## src/rtl/unn_pkg.sv

```systemverilog
// Shared constants for the unit normal pipeline.
package unn_pkg;

    // Coordinate width of the input points and fraction bits of the result.
    localparam int COORD_WIDTH_DEF       = 16;
    localparam int OUT_FRACTION_BITS_DEF = 14;

endpackage

```

## src/rtl/unn_cell.sv

```systemverilog
// One result bit of the scaled components: trial subtract against the remainder.
module unn_cell #(
    parameter int COORD_WIDTH       = unn_pkg::COORD_WIDTH_DEF,
    parameter int OUT_FRACTION_BITS = unn_pkg::OUT_FRACTION_BITS_DEF,
    parameter int BIT               = 0
) (
    input  logic                               aclk,
    input  logic                               aresetn,
    input  logic                               in_valid,
    output logic                               in_ready,
    input  logic [4*COORD_WIDTH+9:0]           sum_in,
    input  logic [4*COORD_WIDTH+2*OUT_FRACTION_BITS+11:0] rem_in [3],
    input  logic [4*COORD_WIDTH+2*OUT_FRACTION_BITS+11:0] acc_in [3],
    input  logic [OUT_FRACTION_BITS:0]         quot_in [3],
    input  logic                               neg_in [3],
    input  logic                               degen_in,
    output logic                               out_valid,
    input  logic                               out_ready,
    output logic [4*COORD_WIDTH+9:0]           sum_out,
    output logic [4*COORD_WIDTH+2*OUT_FRACTION_BITS+11:0] rem_out [3],
    output logic [4*COORD_WIDTH+2*OUT_FRACTION_BITS+11:0] acc_out [3],
    output logic [OUT_FRACTION_BITS:0]         quot_out [3],
    output logic                               neg_out [3],
    output logic                               degen_out
);
    localparam int SW = 4 * COORD_WIDTH + 10;
    localparam int WW = SW + 2 * OUT_FRACTION_BITS + 2;
    localparam int QW = OUT_FRACTION_BITS + 1;

    logic              valid_reg;
    logic [SW-1:0]     sum_reg;
    logic [WW-1:0]     rem_reg [3];
    logic [WW-1:0]     rem_next [3];
    logic [WW-1:0]     acc_reg [3];
    logic [WW-1:0]     acc_next [3];
    logic [QW-1:0]     quot_reg [3];
    logic [QW-1:0]     quot_next [3];
    logic              neg_reg [3];
    logic              degen_reg;
    logic [WW-1:0]     delta [3];
    logic [WW-1:0]     sum_wide;

    // acc holds q*s, so (q + 2^b)^2*s - q^2*s = acc*2^(b+1) + s*2^(2b).
    always_comb begin
        sum_wide = WW'(sum_in);
        for (int i = 0; i < 3; i++) begin
            delta[i]     = (acc_in[i] << (BIT + 1)) + (sum_wide << (2 * BIT));
            rem_next[i]  = rem_in[i];
            acc_next[i]  = acc_in[i];
            quot_next[i] = quot_in[i];
            if (delta[i] <= rem_in[i]) begin
                rem_next[i]       = rem_in[i] - delta[i];
                acc_next[i]       = acc_in[i] + (sum_wide << BIT);
                quot_next[i][BIT] = 1'b1;
            end
        end
    end

    assign in_ready = !valid_reg || out_ready;

    always_ff @(posedge aclk) begin
        if (!aresetn) begin
            valid_reg <= 1'b0;
        end else if (in_ready) begin
            valid_reg <= in_valid;
        end
    end

    always_ff @(posedge aclk) begin
        if (in_ready) begin
            sum_reg   <= sum_in;
            rem_reg   <= rem_next;
            acc_reg   <= acc_next;
            quot_reg  <= quot_next;
            neg_reg   <= neg_in;
            degen_reg <= degen_in;
        end
    end

    assign out_valid = valid_reg;
    assign sum_out   = sum_reg;
    assign rem_out   = rem_reg;
    assign acc_out   = acc_reg;
    assign quot_out  = quot_reg;
    assign neg_out   = neg_reg;
    assign degen_out = degen_reg;

endmodule

```

## config.mk

```make
export PLATFORM = sky130hd
export DESIGN_NAME = unn_cell
export DESIGN_NICKNAME = d
export VERILOG_FILES = /design/src/rtl/unn_pkg.sv /design/src/rtl/unn_cell.sv
export SDC_FILE = /design/constraint.sdc
export NUM_CORES = 2
export LEC_CHECK = 0
export BUFFER_PORTS_ARGS = -buffer_cell sky130_fd_sc_hd__buf_2
export CAP_MARGIN = 25
export CORE_AREA = 2 2 587 589
export DETAILED_ROUTE_END_ITERATION = 8
export DIE_AREA = 0 0 589 591
export GPL_TIMING_DRIVEN = 1
export MAX_ROUTING_LAYER = met4
export SLEW_MARGIN = 20
export SYNTH_ARGS = -nofsm -noshare
export SYNTH_HDL_FRONTEND = slang
export SYNTH_SLANG_ARGS = --single-unit
```

## constraint.sdc

```tcl
create_clock -name aclk -period 24.2 [get_ports aclk]
set_input_delay 1.21 -clock aclk [delete_from_list [all_inputs] [get_ports aclk]]
set_output_delay 1.21 -clock aclk [all_outputs]
set_load 0.01 [all_outputs]
```

==> flow_summary.yaml <==
global_route:
  grt_pass1_vias: 74820
  grt_pass1_wl_mm: 605.9
  antenna_found_initial: 204
  grt_max_degree: 187
  grt_overflow: 0
  track_usage_pct: 25.54
worst_hold_path:
  hp-class: "in -> reg"
  hold_start: "quot_in[20]"
pwr:
  fin_total_pwr_mw: 6.566
  power_density_nw_per_um2: 70.95
  p_leak_nw: 39.28
  ir_worst_vdd_mv: 0.05547
yosys:
  ys_async_sr_fraction_pct: 0
  synthFlopType: "edfxtp_1"
  ys_seq_area_share_pct: 29.23
  syn_area_um2: 76810
  synth_edf_count: 747
  synth_seq_cells: 748
  ys_warn_count: 0
  synth_cell_types: 106
  syn-num-nets: 10807
  postSynthAreaPerCell_um2: 8.264
  syn_inst: 9294
layout:
  drive_gt1_share_pct: 18.41
  area_growth_pct: 20.49
  most-common-layout-cells: "1500 x buf_2, 1106 x a21oi_1, 1000 x nand2_1"
  nNetsFinal: 12023
  layout_commonest_cell: "buf_2"
  layoutNonFillerInstCount: 15268
cts:
  cts_resized: 0
  numCtsBuffers: 101
  cts_tree: "done"
  clkLatencyLatePin_ns: 0.88
  clock_sinks: 748
  cts_hold_buf: 0
  post_cts_buffers: 0
  htreeDepth: 3
  cts_buffer_depth: 4
  cts_root_buf: "clkbuf_16"
  clkTransAtPathRegs_ns: 0.06
worst_setup_path:
  cp_max_fo: 106
  cp-end-kind: "flop"
  crit_arrival_ns: 10.92
  r2r-start: "out_valid$_SDFFE_PN0P_"
  cp.required_ns: 24.77
  critPathKind: "in -> reg"
  start_kind: "input pin"
  crit_start: "sum_in[5]"
floorplanning:
  die-area_um2: 348100
  die_y_um: 591
  die_x_um: 589
  coreArea_um2: 341900
  start_util_pct: 22.46
  ios: 1500
  num_rows: 215
sta:
  skew_ns: 0.04317
  hold_viol_final: 0
  max_freq_mhz: 96.61
  rsz0062_at_grt: "false"
  slew_violations: 0
  slew_headroom_pct: 24.55
  setup_viol: 0
  period_needed_ns: 10.35
  fin_tns_setup_ns: 0
  worst_slew_pin_slew_ns: 1.103
  finalCritPeriodShare_pct: 42.77
run_status:
  outcome: "finished, final reports clean"
route:
  vias: 79816
  viasPerCell: 5.228
  wl_per_cell_um: 29.72
  drc_errors: 0
  drt_wl_total_mm: 453.8
  dr.pass1.iters: 6
  ant_nets: 0
  drt_iter0_drc: 7611
place:
  port-buffer-count: 1499
  place_inst: 14964
  dp_hpwl_mm: 384.5
  gp_congestion: 1.021
flow_run:
  cap_violations: 0
[critical path, stage by stage]
cell and delay [ns]:
buf_2 0.48, ha_1 0.34, o21a_1 0.18, and4_1 0.22, a211oi_1 0.14, a2111oi_0 1.02
o211ai_1 0.30, a211oi_1 0.80, o2111ai_1 0.41, a211oi_1 0.31, o21ai_1 0.19, nor2_2 0.54
nand4_1 0.20, xor2_1 0.19, ha_1 0.21, a21o_1 0.22, a21o_1 0.19, a21o_1 0.18
a211oi_1 0.27, o21bai_1 0.12, a211oi_1 0.38, nand4_1 0.32, nand2_4 0.58, buf_4 0.59
buf_4 0.76, mux2_2 0.41
[synth_stat cells, drive strengths merged (166+ instances only)]
library cell	n	area, um^2
a21o	491	3686
a21oi	1108	5553
clkbuf	421	1585
edfxtp	747	22430
ha	753	9422
inv	243	912.1
nand2	1001	3757
nand3	214	1071
nand4	329	2058
nor2	637	2394
o21ai	844	4232
o21bai	166	1250
xnor2	479	4195
xor2	416	3643
[metal layers]
metal | routed length [um] | GRT usage, % | share of wire [%] | up-vias
li1 | - | - | - | 37159
met1 | 199500 | 33.00 | 44 | 38197
met2 | 194600 | 37.92 | 43 | 3760
met3 | 33210 | 4.727 | 7.3 | 700
met4 | 26440 | 13.04 | 5.8 | 0
met5 | 0 | - | 0 | -
[final cells by class]
class,instances,area [um^2]
Inverter,243,912.1
Clock buffer,116,2626
Sequential cell,748,22450
Multi-Input combinational cell,7793,51490
Timing Repair Buffer,1623,8443
Antenna cell,123,307.8
Clock inverter,65,618.1
Fill cell,37350,249400
Tap cell,4557,5702
[sequential cells by signal, summed over array words and instances, names as in the netlist]
register and flops:
acc_out 312, rem_out 312, sum_out 74, quot_out 45, neg_out 3, degen_out 1, out_valid 1
[through the flow]
step	utilization, %	setup slack [ns]	area, um^2	hold slack [ns]
6_report	27.07	13.85	92550	0.5132
5_1_grt	27.05	13.35	92480	0.4527
4_1_cts	26.98	14.25	92240	0.4220
3_5_place_dp	26.03	13.38	88990	1.128
3_3_place_gp	26.03	13.46	88990	1.130
2_1_floorplan	-	2.855	76810	1.309
[cell families (layout without fill, tap and decap cells)]
family | count (synthesis) | in the layout | synth area share [%]
AO/OA/AOI/OAI | 3271 | 3271 | 26.20
AND/OR/NAND/NOR | 2808 | 2808 | 17.21
XOR/XNOR | 895 | 895 | 10.21
adder cells (fa/ha/maj) | 762 | 762 | 12.50
buffers and inverters | 753 | 2047 | 3.823
flip-flops | 748 | 748 | 29.23
multiplexers | 57 | 57 | 0.8324
other | 0 | 123 | 0
[power breakdown]
group	switching [mW]	total, mW	leakage (nW)	internal (mW)
Combinational	2.11	3.20	29.9	1.09
Clock	0.690	1.56	1.57	0.868
Sequential	0.0905	1.81	7.77	1.71
[final timing paths]
kind                            endpoint  slack, ns  cells past startpoint
setup / recovery  rem_out[105]$_DFFE_PP_      13.85                     26
hold / removal    quot_out[20]$_DFFE_PP_       0.51                      1
setup reg to reg  rem_out[234]$_DFFE_PP_      19.39                      6
hold reg to reg    sum_out[64]$_DFFE_PP_       1.06                      1
Note: power is estimated with default switching activity, not from simulation.
